## src/rtl/core/ipv4sl_pkg.sv

```systemverilog
// Package with the shared types and constants of the label extractor.
`timescale 1ns / 1ps
`default_nettype none
package ipv4sl_pkg;

    // Store size and limits.
    localparam int LABEL_BYTES      = 16;
    localparam int MAX_OPTION_BYTES = 40;
    localparam int RESULT_COUNT     = (LABEL_BYTES < 16) ? LABEL_BYTES : 16;
    localparam int IDX_W            = $clog2(RESULT_COUNT);
    localparam int STORE_IDX_W      = $clog2(LABEL_BYTES);
    localparam int PC_W             = 6;
    localparam int CAP_W            = 5;
    localparam int SNAP_DEPTH       = 2;
    localparam int SNAP_PTR_W       = $clog2(SNAP_DEPTH);
    localparam int SNAP_CNT_W       = $clog2(SNAP_DEPTH + 1);

    localparam logic [CAP_W-1:0] CAP_RESET = 5'd16;

    // Option type codes.
    localparam logic [7:0] OPT_END = 8'd0;
    localparam logic [7:0] OPT_NOP = 8'd1;
    localparam logic [7:0] OPT_SEC = 8'd130;

    // Parse status codes.
    typedef logic [1:0] t_status;
    localparam t_status ST_END       = 2'd0;
    localparam t_status ST_LABELED   = 2'd1;
    localparam t_status ST_NOLABEL   = 2'd2;
    localparam t_status ST_MALFORMED = 2'd3;

    // Input word.
    typedef struct packed {
        logic [7:0] opt_byte;
        logic       last_byte;
    } t_in_word;

    // Result word.
    typedef struct packed {
        logic [7:0] label_byte;
        logic [3:0] byte_index;
        t_status    parse_status;
        logic       last_result;
    } t_out_word;

    // One finished packet: the store bytes to emit and the status.
    typedef struct packed {
        logic [RESULT_COUNT-1:0][7:0] labels;
        t_status                      status;
    } t_snapshot;

    // Queue state seen by the neighbors.
    typedef struct packed {
        logic full;
        logic empty;
    } t_queue_stat;

endpackage
`default_nettype wire

```

## src/rtl/core/ipv4sl_front.sv

```systemverilog
// Front part: option walker, bit packer and label store.
`timescale 1ns / 1ps
`default_nettype none
module ipv4sl_front (
    input  wire logic                     i_clk,
    input  wire logic                     i_rst_n,
    input  wire logic                     i_cfg_we,
    input  wire logic [ipv4sl_pkg::CAP_W-1:0] i_cfg_wdata,
    input  wire logic                     i_accept,
    input  wire ipv4sl_pkg::t_in_word     i_in,
    output logic                          o_snap_push,
    output ipv4sl_pkg::t_snapshot         o_snap
);
    import ipv4sl_pkg::*;

    typedef enum logic [5:0] {
        PH_TYPE      = 6'b000001,
        PH_LEN_OTHER = 6'b000010,
        PH_LEN_SEC   = 6'b000100,
        PH_SKIP      = 6'b001000,
        PH_SEC_BODY  = 6'b010000,
        PH_DONE      = 6'b100000
    } t_phase;

    logic [CAP_W-1:0]                 r_cap;
    logic [LABEL_BYTES-1:0][7:0]      r_store, n_store;
    t_phase                           r_phase, n_phase;
    logic [5:0]                       r_left, n_left;
    logic [5:0]                       r_offset, n_offset;
    logic [2:0]                       r_bp, n_bp;
    logic [PC_W-1:0]                  r_pc, n_pc;
    t_status                          r_status, n_status;

    logic [CAP_W-1:0]  eff_cap;
    logic [PC_W-1:0]   cap_ext;
    logic [14:0]       pack_bits;
    logic [PC_W-1:0]   hi_idx;
    logic [PC_W:0]     olen;
    logic [7:0]        b;
    logic              do_pack;

    assign b = i_in.opt_byte;

    // Capacity above the store size acts as the store size.
    assign eff_cap = (int'(r_cap) > LABEL_BYTES) ? CAP_W'(LABEL_BYTES) : r_cap;
    assign cap_ext = PC_W'(eff_cap);

    // Seven data bits placed at the current bit position, spanning up to two bytes.
    assign pack_bits = 15'(b[7:1]) << r_bp;
    assign hi_idx    = r_pc + PC_W'(1);

    // Option walk and packing for one accepted byte.
    always_comb begin
        n_store  = r_store;
        n_phase  = r_phase;
        n_left   = r_left;
        n_offset = r_offset;
        n_bp     = r_bp;
        n_pc     = r_pc;
        n_status = r_status;
        do_pack  = 1'b0;
        olen     = '0;

        unique case (r_phase)
            PH_TYPE: begin
                if (b == OPT_END) begin
                    n_status = ST_END;
                    n_phase  = PH_DONE;
                end else if (b != OPT_NOP) begin
                    n_phase  = (b == OPT_SEC) ? PH_LEN_SEC : PH_LEN_OTHER;
                    n_offset = 6'd1;
                end
            end
            PH_LEN_OTHER, PH_LEN_SEC: begin
                if (b < 8'd2 || b > 8'(MAX_OPTION_BYTES)) begin
                    n_status = ST_MALFORMED;
                    n_phase  = PH_DONE;
                end else begin
                    n_left   = b[5:0] - 6'd2;
                    n_offset = 6'd2;
                    if (r_phase == PH_LEN_SEC) begin
                        n_pc = '0;
                        n_bp = '0;
                        if (eff_cap != '0) begin
                            n_store[0] = '0;
                        end
                        // A short security option never labels.
                        n_phase = (n_left == '0) ? PH_TYPE : PH_SEC_BODY;
                    end else begin
                        n_phase = (n_left == '0) ? PH_TYPE : PH_SKIP;
                    end
                end
            end
            PH_SKIP, PH_SEC_BODY: begin
                do_pack = (r_phase == PH_SEC_BODY) && (r_offset >= 6'd3);
                if (do_pack) begin
                    for (int k = 0; k < LABEL_BYTES; k++) begin
                        if (r_pc == PC_W'(k) && r_pc < cap_ext) begin
                            n_store[k] = r_store[k] | pack_bits[7:0];
                        end
                        if (hi_idx == PC_W'(k) && hi_idx < cap_ext && r_bp != '0) begin
                            n_store[k] = {1'b0, pack_bits[14:8]};
                        end
                    end
                    n_pc = (r_bp != '0) ? hi_idx : r_pc;
                    n_bp = r_bp + 3'd7;
                end
                if (r_offset != 6'd63) begin
                    n_offset = r_offset + 6'd1;
                end
                if (r_left != '0) begin
                    n_left = r_left - 6'd1;
                end
                if (n_left == '0) begin
                    n_phase = PH_TYPE;
                    if (r_phase == PH_SEC_BODY) begin
                        olen = {1'b0, n_pc} + (PC_W+1)'(n_bp != '0);
                        if (olen != '0 && olen <= (PC_W+1)'(eff_cap)) begin
                            n_status = ST_LABELED;
                            n_phase  = PH_DONE;
                        end
                    end
                end
            end
            PH_DONE: begin
            end
            default: begin
            end
        endcase

        // An option still open on the final byte makes the packet malformed.
        if (i_in.last_byte && (n_phase == PH_LEN_OTHER || n_phase == PH_LEN_SEC ||
                               n_phase == PH_SKIP || n_phase == PH_SEC_BODY)) begin
            n_status = ST_MALFORMED;
        end
    end

    // Finished packet goes to the queue on its final byte.
    assign o_snap_push = i_accept && i_in.last_byte;
    always_comb begin
        for (int k = 0; k < RESULT_COUNT; k++) begin
            o_snap.labels[k] = n_store[k];
        end
        o_snap.status = n_status;
    end

    // Capacity register.
    always_ff @(posedge i_clk) begin
        if (!i_rst_n) begin
            r_cap <= CAP_RESET;
        end else if (i_cfg_we) begin
            r_cap <= i_cfg_wdata;
        end
    end

    // Parser state; cleared again after each packet's final byte.
    always_ff @(posedge i_clk) begin
        if (!i_rst_n) begin
            r_store  <= '0;
            r_phase  <= PH_TYPE;
            r_left   <= '0;
            r_offset <= '0;
            r_bp     <= '0;
            r_pc     <= '0;
            r_status <= ST_NOLABEL;
        end else if (i_accept) begin
            if (i_in.last_byte) begin
                r_store  <= '0;
                r_phase  <= PH_TYPE;
                r_left   <= '0;
                r_offset <= '0;
                r_bp     <= '0;
                r_pc     <= '0;
                r_status <= ST_NOLABEL;
            end else begin
                r_store  <= n_store;
                r_phase  <= n_phase;
                r_left   <= n_left;
                r_offset <= n_offset;
                r_bp     <= n_bp;
                r_pc     <= n_pc;
                r_status <= n_status;
            end
        end
    end

endmodule
`default_nettype wire

```

## src/rtl/core/ipv4sl_snap_queue.sv

```systemverilog
// Short queue of finished packets between the front and back parts.
`timescale 1ns / 1ps
`default_nettype none
module ipv4sl_snap_queue (
    input  wire logic                    i_clk,
    input  wire logic                    i_rst_n,
    input  wire logic                    i_push,
    input  wire ipv4sl_pkg::t_snapshot   i_snap,
    input  wire logic                    i_pop,
    output ipv4sl_pkg::t_snapshot        o_head,
    output ipv4sl_pkg::t_queue_stat      o_stat
);
    import ipv4sl_pkg::*;

    t_snapshot              r_mem [SNAP_DEPTH];
    logic [SNAP_PTR_W-1:0]  r_wr_ptr, r_rd_ptr;
    logic [SNAP_CNT_W-1:0]  r_count;
    logic                   do_push, do_pop;

    assign o_stat.full  = (r_count == SNAP_CNT_W'(SNAP_DEPTH));
    assign o_stat.empty = (r_count == '0);
    assign do_push      = i_push && !o_stat.full;
    assign do_pop       = i_pop && !o_stat.empty;
    assign o_head       = r_mem[r_rd_ptr];

    // Entry storage.
    always_ff @(posedge i_clk) begin
        if (do_push) begin
            r_mem[r_wr_ptr] <= i_snap;
        end
    end

    // Pointers and fill count.
    always_ff @(posedge i_clk) begin
        if (!i_rst_n) begin
            r_wr_ptr <= '0;
            r_rd_ptr <= '0;
            r_count  <= '0;
        end else begin
            if (do_push) begin
                r_wr_ptr <= (r_wr_ptr == SNAP_PTR_W'(SNAP_DEPTH - 1)) ? '0
                                                                      : r_wr_ptr + SNAP_PTR_W'(1);
            end
            if (do_pop) begin
                r_rd_ptr <= (r_rd_ptr == SNAP_PTR_W'(SNAP_DEPTH - 1)) ? '0
                                                                      : r_rd_ptr + SNAP_PTR_W'(1);
            end
            if (do_push && !do_pop) begin
                r_count <= r_count + SNAP_CNT_W'(1);
            end else if (do_pop && !do_push) begin
                r_count <= r_count - SNAP_CNT_W'(1);
            end
        end
    end

endmodule
`default_nettype wire

```

## src/rtl/core/ipv4sl_emit.sv

```systemverilog
// Back part: walks the head packet and hands out one result word per pop.
`timescale 1ns / 1ps
`default_nettype none
module ipv4sl_emit (
    input  wire logic                    i_clk,
    input  wire logic                    i_rst_n,
    input  wire ipv4sl_pkg::t_snapshot   i_head,
    input  wire ipv4sl_pkg::t_queue_stat i_stat,
    input  wire logic                    i_pop,
    output ipv4sl_pkg::t_out_word        o_out,
    output logic                         o_empty,
    output logic                         o_head_pop
);
    import ipv4sl_pkg::*;

    logic [IDX_W-1:0] r_idx;
    logic             at_last;
    logic             take;

    assign at_last    = (r_idx == IDX_W'(RESULT_COUNT - 1));
    assign o_empty    = i_stat.empty;
    assign take       = i_pop && !i_stat.empty;
    assign o_head_pop = take && at_last;

    // Result word for the current store position.
    assign o_out.label_byte   = i_head.labels[r_idx];
    assign o_out.byte_index   = 4'(r_idx);
    assign o_out.parse_status = i_head.status;
    assign o_out.last_result  = at_last;

    // Position within the head packet.
    always_ff @(posedge i_clk) begin
        if (!i_rst_n) begin
            r_idx <= '0;
        end else if (take) begin
            r_idx <= at_last ? '0 : r_idx + IDX_W'(1);
        end
    end

endmodule
`default_nettype wire

```

## src/rtl/core/ipv4_security_option_label_extract.sv

```systemverilog
// Top level of the IPv4 security option label extractor.
//
//  Channel   Direction  Handshake                 Word
//  options   in         push / full               opt_byte, last_byte
//  results   out        empty / pop               label_byte, byte_index, status, last
//  config    in         i_cfg_we / i_cfg_wdata    label capacity, 5 bits
//
// One option byte is taken per cycle while full is low; the parser state updates in the same cycle.
// A packet's final byte yields 16 result words, one per cycle from the back part while pop is high.
// Two finished packets can wait in the queue; full rises only when both slots hold.
// Reset is synchronous and clears the parser, queue and emitter; capacity goes to 16.
// A stalled pop holds the result word; the front keeps taking bytes meanwhile until full rises.
`timescale 1ns / 1ps
`default_nettype none
module ipv4_security_option_label_extract (
    input  wire logic                          i_clk,
    input  wire logic                          i_rst_n,
    input  wire logic                          push,
    output logic                               full,
    input  wire ipv4sl_pkg::t_in_word          i_in,
    output logic                               empty,
    input  wire logic                          pop,
    output ipv4sl_pkg::t_out_word              o_out,
    input  wire logic                          i_cfg_we,
    input  wire logic [ipv4sl_pkg::CAP_W-1:0]  i_cfg_wdata
);
    import ipv4sl_pkg::*;

    t_snapshot   snap, head;
    t_queue_stat qstat;
    logic        snap_push, head_pop, accept;

    assign full   = qstat.full;
    assign accept = push && !qstat.full;

    // Front: parse and pack.
    ipv4sl_front u_front (
        .i_clk       (i_clk),
        .i_rst_n     (i_rst_n),
        .i_cfg_we    (i_cfg_we),
        .i_cfg_wdata (i_cfg_wdata),
        .i_accept    (accept),
        .i_in        (i_in),
        .o_snap_push (snap_push),
        .o_snap      (snap)
    );

    // Queue of finished packets.
    ipv4sl_snap_queue u_queue (
        .i_clk   (i_clk),
        .i_rst_n (i_rst_n),
        .i_push  (snap_push),
        .i_snap  (snap),
        .i_pop   (head_pop),
        .o_head  (head),
        .o_stat  (qstat)
    );

    // Back: emit result words.
    ipv4sl_emit u_emit (
        .i_clk      (i_clk),
        .i_rst_n    (i_rst_n),
        .i_head     (head),
        .i_stat     (qstat),
        .i_pop      (pop),
        .o_out      (o_out),
        .o_empty    (empty),
        .o_head_pop (head_pop)
    );

endmodule
`default_nettype wire

```

## config.mk

```make
export PLATFORM = sky130hd
export DESIGN_NAME = ipv4_security_option_label_extract
export DESIGN_NICKNAME = d
export VERILOG_FILES = /design/src/rtl/core/ipv4sl_pkg.sv /design/src/rtl/core/ipv4sl_front.sv /design/src/rtl/core/ipv4sl_snap_queue.sv /design/src/rtl/core/ipv4sl_emit.sv /design/src/rtl/core/ipv4_security_option_label_extract.sv
export SDC_FILE = /design/constraint.sdc
export NUM_CORES = 1
export LEC_CHECK = 0
export ABC_CLOCK_PERIOD_IN_PS = 6800
export BUFFER_PORTS_ARGS = -buffer_cell sky130_fd_sc_hd__buf_2
export CAP_MARGIN = 20
export CELL_PAD_IN_SITES_DETAIL_PLACEMENT = 2
export CELL_PAD_IN_SITES_GLOBAL_PLACEMENT = 2
export CORE_MARGIN = 2
export CORE_UTILIZATION = 27
export CTS_BUF_LIST = sky130_fd_sc_hd__clkbuf_16
export CTS_CLUSTER_DIAMETER = 120
export DETAILED_ROUTE_END_ITERATION = 8
export PLACE_DENSITY_LB_ADDON = 0.1
export SETUP_SLACK_MARGIN = 0.3
export SYNTH_ARGS = -nofsm -noshare
export SYNTH_HDL_FRONTEND = slang
export SYNTH_SLANG_ARGS = --single-unit
```

## constraint.sdc

```tcl
create_clock -name i_clk -period 6.8 [get_ports i_clk]
set_input_delay 0.34 -clock i_clk [delete_from_list [all_inputs] [get_ports i_clk]]
set_output_delay 0.34 -clock i_clk [all_outputs]
set_load 0.02 [all_outputs]
```

Word-level counts from Yosys, hierarchy flattened

Memories as Yosys holds them, arrays and structs flattened. A register that Yosys moved wholly into a read port is not among the register bits.
Cells that the tools add are included.

Register bits after elaboration: 170
Bits in writable memories: 260
Output and inout port bits: 17
Memories: 1

Memory list:

| name          | depth | width | read ports | clocked after memory_dff | wr ports | line                    | text |
|---|---|---|---|---|---|---|---|
| u_queue.r_mem | 2     | 130   | 1          | 1                        | 1        | ipv4sl_snap_queue.sv:15 | `t_snapshot r_mem [SNAP_DEPTH];` |

Add/sub/neg operators: 11
Order comparisons: 8
Eq/ne operators: 49
Shifts and indexed selects: 1
Multiplexer cells: 95
Bitwise logic cells: 16
Reductions and logical operators: 86

Operators by type and width:

| cell                                          | count |
|---|---|
| 2-to-1 mux 8 bit                              | 36 |
| 2-to-1 mux 128 bit                            | 2 |
| 2-to-1 mux 6 bit                              | 23 |
| bitwise OR 8 bit                              | 16 |
| 2-to-1 mux 120 bit                            | 1 |
| == test 6 x 4 -> 1 bit, second input constant | 18 |
| == test 6 x 3 -> 1 bit, second input constant | 10 |
| logical AND 1 bit                             | 59 |
| == test 6 x 2 -> 1 bit, second input constant | 6 |
| case mux 6 bit (3 select lines)               | 2 |
| binary-select mux 8 bit (select 4 bit)        | 1 |
| logical NOT 6 bit                             | 4 |
| case mux 6 bit (2 select lines)               | 2 |
| == test 6 x 1 -> 1 bit, second input constant | 3 |
| 2-to-1 mux 2 bit                              | 9 |
| 2-to-1 mux 3 bit                              | 6 |
| case mux 8 bit (2 select lines)               | 1 |
| << shifter 7 x 3 -> 15 bit                    | 1 |
| adder 6 x 1 -> 6 bit, second input constant   | 2 |
| == test 6 x 5 -> 1 bit, second input constant | 2 |
| less-than comparator 6 x 5 -> 1 bit           | 2 |
| 2-to-1 mux 5 bit                              | 2 |
| != test 3 x 2 -> 1 bit, second input constant | 3 |
| nonzero test 3 bit                            | 3 |
| 37 further kinds                              | 52 |

Longest topological paths before layout

Word-level depth: 19
Mapped depth: 24
Depth with buffers taken out: 21

Hierarchy

Synthesis repeated with hierarchy kept, for this count alone.

Cell total of the unflattened synthesis: 1959
Area total of the unflattened synthesis: 21647.0 um2

By module, submodules not included:

| module                             | instances | cells an instance | area an instance (um2) | sequential area each (um2) |
|---|---|---|---|---|
| ipv4sl_front                       | 1         | 1431              | 10735.3                | 3243.1 |
| ipv4sl_snap_queue                  | 1         | 429               | 9640.5                 | 7907.6 |
| ipv4sl_emit                        | 1         | 98                | 1257.5                 | 80.1 |
| ipv4_security_option_label_extract | 1         | 1                 | 13.8                   | 0.0 |

Worst setup path after synthesis

OpenSTA, ideal clock, no wires.

Path type: reg2reg
From: register u_queue.r_count[0]
To: memory u_queue.r_mem[0][0] in the netlist's numbering (enable)
Library setup time: 622 ps
Arrival time: 6420 ps
Data required time: 6178 ps
Setup slack: -243 ps
Cell stages (with the launch flop): 6
Clock period less this slack: 7043 ps
Cell sequence: dfxtp_1 > nand2b_1 > and2_1 > clkbuf_1 > nand2_1 > nor2_1

Cells in the longest elaborated chain, start to end: 7

RTL lines:

| item                                     | line                                                              | text |
|---|---|---|
| start: declaration                       | ipv4sl_snap_queue.sv:17                                           | `logic [SNAP_CNT_W-1:0] r_count;` |
| start signal: assignment                 | ipv4sl_snap_queue.sv:49                                           | `r_count <= r_count + SNAP_CNT_W'(1);` |
| start signal: assignment                 | ipv4sl_snap_queue.sv:51                                           | `r_count <= r_count - SNAP_CNT_W'(1);` |
| == test 2 bit *                          | ipv4sl_snap_queue.sv:20                                           | `assign o_stat.full = (r_count == SNAP_CNT_W'(SNAP_DEPTH));` |
| logical NOT 1 bit *                      | ipv4sl_snap_queue.sv:22, ipv4_security_option_label_extract.sv:34 |  |
| logical AND 1 bit                        | ipv4_security_option_label_extract.sv:34                          | `assign accept = push && !qstat.full;` |
| logical AND 1 bit                        | ipv4sl_front.sv:139                                               | `assign o_snap_push = i_accept && i_in.last_byte;` |
| logical AND 1 bit *                      | ipv4sl_snap_queue.sv:22                                           | `assign do_push = i_push && !o_stat.full;` |
| 2-to-1 mux 1 bit *                       | ipv4sl_snap_queue.sv:28                                           | `if (do_push) begin` |
| 2-to-1 mux 1 bit (implied by the code) * | ipv4sl_snap_queue.sv:29                                           | `r_mem[r_wr_ptr] <= i_snap;` |
| end: declaration                         | ipv4sl_snap_queue.sv:15                                           |  |

Every way passes the cells marked *; elsewhere a longest branch is shown, timed or not.

Worst setup path in the final report

From: register u_front.r_bp[0]
To: register u_front.r_status[1]

Cells in the longest elaborated chain, start to end: 18
Elaborated cells on any way between the ends: 30
Classes of those cells: add/sub: 2; order compare: 1; eq/ne: 4; mux: 15; reduce/logical: 8

RTL lines:

| item                                                               | line                                     | text |
|---|---|---|
| start: declaration                                                 | ipv4sl_front.sv:30                       | `logic [2:0] r_bp, n_bp;` |
| start signal: assignment                                           | ipv4sl_front.sv:180                      | `r_bp <= n_bp;` |
| adder 3 bit or nonzero test 3 bit (tied branches)                  | ipv4sl_front.sv:106, ipv4sl_front.sv:105 |  |
| 2-to-1 mux 3 bit or 2-to-1 mux 6 bit (tied branches)               | ipv4sl_front.sv:96, ipv4sl_front.sv:105  |  |
| 2-to-1 mux 3 bit or 2-to-1 mux 6 bit (tied branches)               | ipv4sl_front.sv:64, ipv4sl_front.sv:96   |  |
| nonzero test 3 bit or 2-to-1 mux 6 bit (tied branches)             | ipv4sl_front.sv:117, ipv4sl_front.sv:64  |  |
| adder 6 x 1 -> 7 bit *                                             | ipv4sl_front.sv:117                      | `olen = {1'b0, n_pc} + (PC_W+1)'(n_bp != '0);` |
| <= comparator 7 x 5 -> 1 bit or nonzero test 7 bit (tied branches) | ipv4sl_front.sv:118                      | `if (olen != '0 && olen <= (PC_W+1)'(eff_cap)) begin` |
| logical AND 1 bit *                                                | ipv4sl_front.sv:118                      |  |
| 2-to-1 mux 6 bit                                                   | ipv4sl_front.sv:118                      |  |
| 2-to-1 mux 6 bit                                                   | ipv4sl_front.sv:116                      | `if (r_phase == PH_SEC_BODY) begin` |
| 2-to-1 mux 6 bit                                                   | ipv4sl_front.sv:114                      | `if (n_left == '0) begin` |
| case mux 6 bit (3 select lines)                                    | ipv4sl_front.sv:64                       | `unique case (r_phase)` |
| == test 6 x 2 -> 1 bit or == test 6 x 3 -> 1 bit (tied branches)   | ipv4sl_front.sv:132                      | `if (i_in.last_byte && (n_phase == PH_LEN_OTHER \|\| n_phase == PH_LEN_SEC \|\|` |
| logical OR 1 bit (2 in a row)                                      | ipv4sl_front.sv:132                      |  |
| logical OR 1 bit                                                   | ipv4sl_front.sv:133                      | `n_phase == PH_SKIP \|\| n_phase == PH_SEC_BODY)) begin` |
| logical AND 1 bit                                                  | ipv4sl_front.sv:132                      |  |
| 2-to-1 mux 2 bit *                                                 | ipv4sl_front.sv:132                      |  |
| 2-to-1 mux 2 bit *                                                 | ipv4sl_front.sv:167                      | `if (i_in.last_byte) begin` |
| end signal: assignment                                             | ipv4sl_front.sv:182                      | `r_status <= n_status;` |
| end: declaration                                                   | ipv4sl_front.sv:32                       | `t_status r_status, n_status;` |

Every way passes the cells marked *; elsewhere a longest branch is shown, timed or not. The select of a mux whose other input is x is not followed.
A chain may end at the register's enable or synchronous reset.

==> insert_results.sql <==
INSERT INTO impl_metrics (metric_group, metric, value, unit) VALUES
('status', 'run_status', 'complete, no violations', ''),
('floorplan', 'coreArea', '79000', 'um2'),
('min_path', 'min_from', 'i_cfg_we', ''),
('power', 'leakagePower', '8.49', 'nW'),
('power', 'power_frac_comb', '0.061', ''),
('clocking', 'clock_insertion_delay_worst_skew', '630', 'ps'),
('floorplan', 'io-pin-count', '36', ''),
('power', 'pwr-share-clk', '0.488', ''),
('synthesis', 'syn-mean-instance-area', '10.8', 'um2'),
('global_routing', 'grt_max_degree', '129', ''),
('timing', 'report.final.hold_viol_count', '0', ''),
('global_routing', 'grt_pass1_wl', '130', 'mm'),
('drt', 'ant_nets', '0', ''),
('power', 'p_per_area', '252', 'nW/um2'),
('timing', 'rsz0062_at_grt', 'false', ''),
('final_layout', 'design.final.nets', '2046', ''),
('synthesis', 'synthesized_area_fraction_occupied_by_ao_oa_aoi_and_oai_cells', '0.192', ''),
('synthesis', 'synthesis.area', '21600', 'um2'),
('synthesis', 'yosysWarningCount', '0', ''),
('drt', 'drt_pass1_iterations', '7', ''),
('critical_path', 'worst-setup-path-type', 'reg2reg', ''),
('power', 'sw_power', '1.51', 'mW'),
('clocking', 'clk_pin_slew_worst_paths', '60', 'ps'),
('synthesis', 'multiplexer_share_of_the_synthesized_area', '0.0981', ''),
('synthesis', 'area_fraction_in_and_or_nand_and_nor_cells_after_synthesis', '0.129', ''),
('critical_path', 'critPathArrivalTime', '5490', 'ps'),
('power', 'netSwitchingFraction', '0.241', ''),
('synthesis', 'flip_flop_and_latch_count_after_synthesis', '431', ''),
('timing', 'setup_viol_count_final', '0', ''),
('floorplan', 'die_w', '287', 'um'),
('timing', 'setup-tns-final', '0', 'ps'),
('final_layout', 'postLayoutCoreUtil', '0.314', ''),
('global_routing', 'global_route.usage.total', '0.216', ''),
('floorplan', 'die_h', '287', 'um'),
('power', 'power.share.sequential', '0.452', ''),
('power', 'internal_power', '4.74', 'mW'),
('global_routing', 'grt_antenna_before_repair', '4', ''),
('flow_run', 'drv_cap', '0', ''),
('final_layout', 'flow.area_growth_from_synthesis', '15.1', '%'),
('critical_path', 'critical_path.startpoint', 'u_front.r_bp[0]', ''),
('drt', 'detailroute.via_count', '17100', ''),
('clocking', 'clock_tree.root_cell', 'sky130_fd_sc_hd__clkbuf_16', ''),
('synthesis', 'synth_async_sr_flop_share', '0', ''),
('placement', 'detailedPlacementHpwl', '61.9', 'mm'),
('synthesis', 'syn-instance-count', '2002', ''),
('critical_path', 'critPathLaunchType', 'flop', ''),
('timing', 'worst_clock_skew', '39.6', 'ps'),
('critical_path', 'timing.critical_path.fanout_max', '12', ''),
('floorplan', 'floorplan.die_area', '82100', 'um2'),
('timing', 'worst_pin_slew', '1170', 'ps'),
('timing', 'period_utilization', '0.736', ''),
('min_path', 'worstHoldPathType', 'in2reg', ''),
('clocking', 'cts.htree.levels', '2', ''),
('clocking', 'clkSinkCount', '431', ''),
('final_layout', 'fill_cells', '8496', ''),
('timing', 'finalMaxSlewViolations', '0', ''),
('synthesis', 'yosys.area_share.xor_xnor', '0.00969', ''),
('critical_path', 'required', '7290', 'ps'),
('synthesis', 'synth_top_family_by_area', 'compound AO/OA/AOI/OAI gates', ''),
('drt', 'route.final.wire_length', '88.4', 'mm'),
('synthesis', 'syn-num-nets', '2049', ''),
('drt', 'drt-vias-per-instance', '5.51', ''),
('floorplan', 'start_util', '0.273', ''),
('drt', 'avgRoutedWirePerCell', '28.6', 'um'),
('drt', 'first_iter_violations', '1006', ''),
('timing', 'post-route-worst-setup-slack', '1800', 'ps'),
('global_routing', 'number_of_global_route_vias_before_repair', '18500', ''),
('clocking', 'numCtsBuffers', '54', ''),
('clocking', 'post_cts.resized_instances', '0', ''),
('critical_path', 'critPathCaptureType', 'flop', ''),
('placement', 'detailedPlace.worstSlack', '1810', 'ps');
[metrics by stage]
step	std cells	power, mW	cell area [um2]	hold WS [ps]
after detailed placement	2986	3.26	22900	446
after CTS	3092	6.35	24800	22.2
after floorplan	2002	3.11	21600	419
after global placement	2986	3.25	22900	434
final	3096	6.25	24800	42.5
after global routing	3094	6.48	24800	60.0
[worst max-delay path: stages (launching register included)]
cell and delay (ps):
sky130_fd_sc_hd__dfxtp_1 610, sky130_fd_sc_hd__clkinv_1 400, sky130_fd_sc_hd__ha_1 310, sky130_fd_sc_hd__nand2b_1 200, sky130_fd_sc_hd__o21ai_4 140, sky130_fd_sc_hd__nor2_1 380, sky130_fd_sc_hd__xnor2_1 180, sky130_fd_sc_hd__ha_1 300
sky130_fd_sc_hd__ha_1 280, sky130_fd_sc_hd__o21ai_0 190, sky130_fd_sc_hd__nor2b_1 150, sky130_fd_sc_hd__a2bb2oi_1 180, sky130_fd_sc_hd__nor2_1 60, sky130_fd_sc_hd__a21oi_1 140, sky130_fd_sc_hd__ha_1 270, sky130_fd_sc_hd__o22ai_1 190
sky130_fd_sc_hd__a21oi_1 70, sky130_fd_sc_hd__nor3_1 120, sky130_fd_sc_hd__and3_1 320, sky130_fd_sc_hd__nor2_1 70, sky130_fd_sc_hd__o32a_1 330
[state kept, by name, indices dropped and copies added, names as in the netlist, named ones only]
name	cells
u_front.r_left	6
u_front.r_bp	3
u_queue.r_rd_ptr	1
u_front.r_store	128
u_front.r_phase	6
u_queue.r_mem	260
u_front.r_pc	6
u_queue.r_wr_ptr	1
u_front.r_cap	5
u_queue.r_count	2
u_front.r_offset	6
u_front.r_status	2
u_emit.r_idx	4
[power groups by stage]
| stage | clock (mW) | sequential (mW) | combinational (mW) |
|---|---|---|---|
| 5_1_grt | 3.24 | 2.83 | 0.415 |
| 3_3_place_gp | 0 | 2.88 | 0.377 |
| 6_report | 3.05 | 2.82 | 0.379 |
| 2_1_floorplan | 0 | 2.87 | 0.239 |
| 4_1_cts | 3.14 | 2.82 | 0.387 |
| 3_5_place_dp | 0 | 2.88 | 0.383 |
[layout make-up]
type                       count  area [um2]  share of cell area
clock inverter                46         495              0.0200
sequential                   431       11200               0.453
clock buffer                  55        1380              0.0554
antenna                        2        5.00            0.000202
inverter                      28         105             0.00423
multi-input combinational   1396        9660               0.389
tap                         1050        1310              0.0529
timing repair buffer          88         626              0.0252
[cell families after synthesis]
| kind of cell | count (synthesis) |
|---|---|
| compound gates | 670 |
| xor+xnor | 23 |
| fa+ha+maj | 28 |
| buf+inv | 175 |
| flops | 431 |
| mux | 108 |
| simple gates | 567 |
[per-layer routing]
layer	vias up	routed length (um)	global-route usage	part of all wire
li1	7646	-	-	-
met1	8935	40100	0.287	0.45
met2	366	41800	0.355	0.47
met3	123	3730	0.0328	0.042
met4	2	2800	0.0753	0.032
met5	-	13	0	0.00015
[cell usage after synthesis, types with 18 or more instances]
master                       n  area share
sky130_fd_sc_hd__a21oi_1   260       0.060
sky130_fd_sc_hd__edfxtp_1  260        0.36
sky130_fd_sc_hd__nor2_1    173       0.030
sky130_fd_sc_hd__dfxtp_1   171        0.16
sky130_fd_sc_hd__o21ai_0   148       0.034
sky130_fd_sc_hd__nand2_1   143       0.025
sky130_fd_sc_hd__clkbuf_1  102       0.018
sky130_fd_sc_hd__mux4_2     81       0.085
sky130_fd_sc_hd__nor3_1     55       0.013
sky130_fd_sc_hd__nand3_1    35      0.0081
sky130_fd_sc_hd__a211oi_1   31       0.011
sky130_fd_sc_hd__a22o_1     28       0.011
sky130_fd_sc_hd__ha_1       28       0.016
sky130_fd_sc_hd__o211ai_1   28      0.0098
sky130_fd_sc_hd__inv_1      27      0.0047
sky130_fd_sc_hd__nor2b_1    27      0.0078
sky130_fd_sc_hd__buf_2      23      0.0053
sky130_fd_sc_hd__and2_1     22      0.0064
sky130_fd_sc_hd__a21boi_0   18      0.0063
sky130_fd_sc_hd__o22ai_1    18      0.0052
[final timing paths]
| path | slack (ps) | to | cells after the start |
|---|---|---|---|
| worst max register to register | 1800 | u_front.r_status[1] | 20 |
| worst min register to register | 460 | u_front.r_store[93] | 2 |
| worst min-delay path | 40 | u_front.r_cap[4] | 2 |
| worst max-delay path | 1800 | u_front.r_status[1] | 20 |
[repair_timing]
item | in CTS | in global routing
setup endpoints to repair | 0 | 0
hold buffers | 5 | 0
endpoints found under the hold margin | 5 | 0
(Power assumes the default switching activity.)
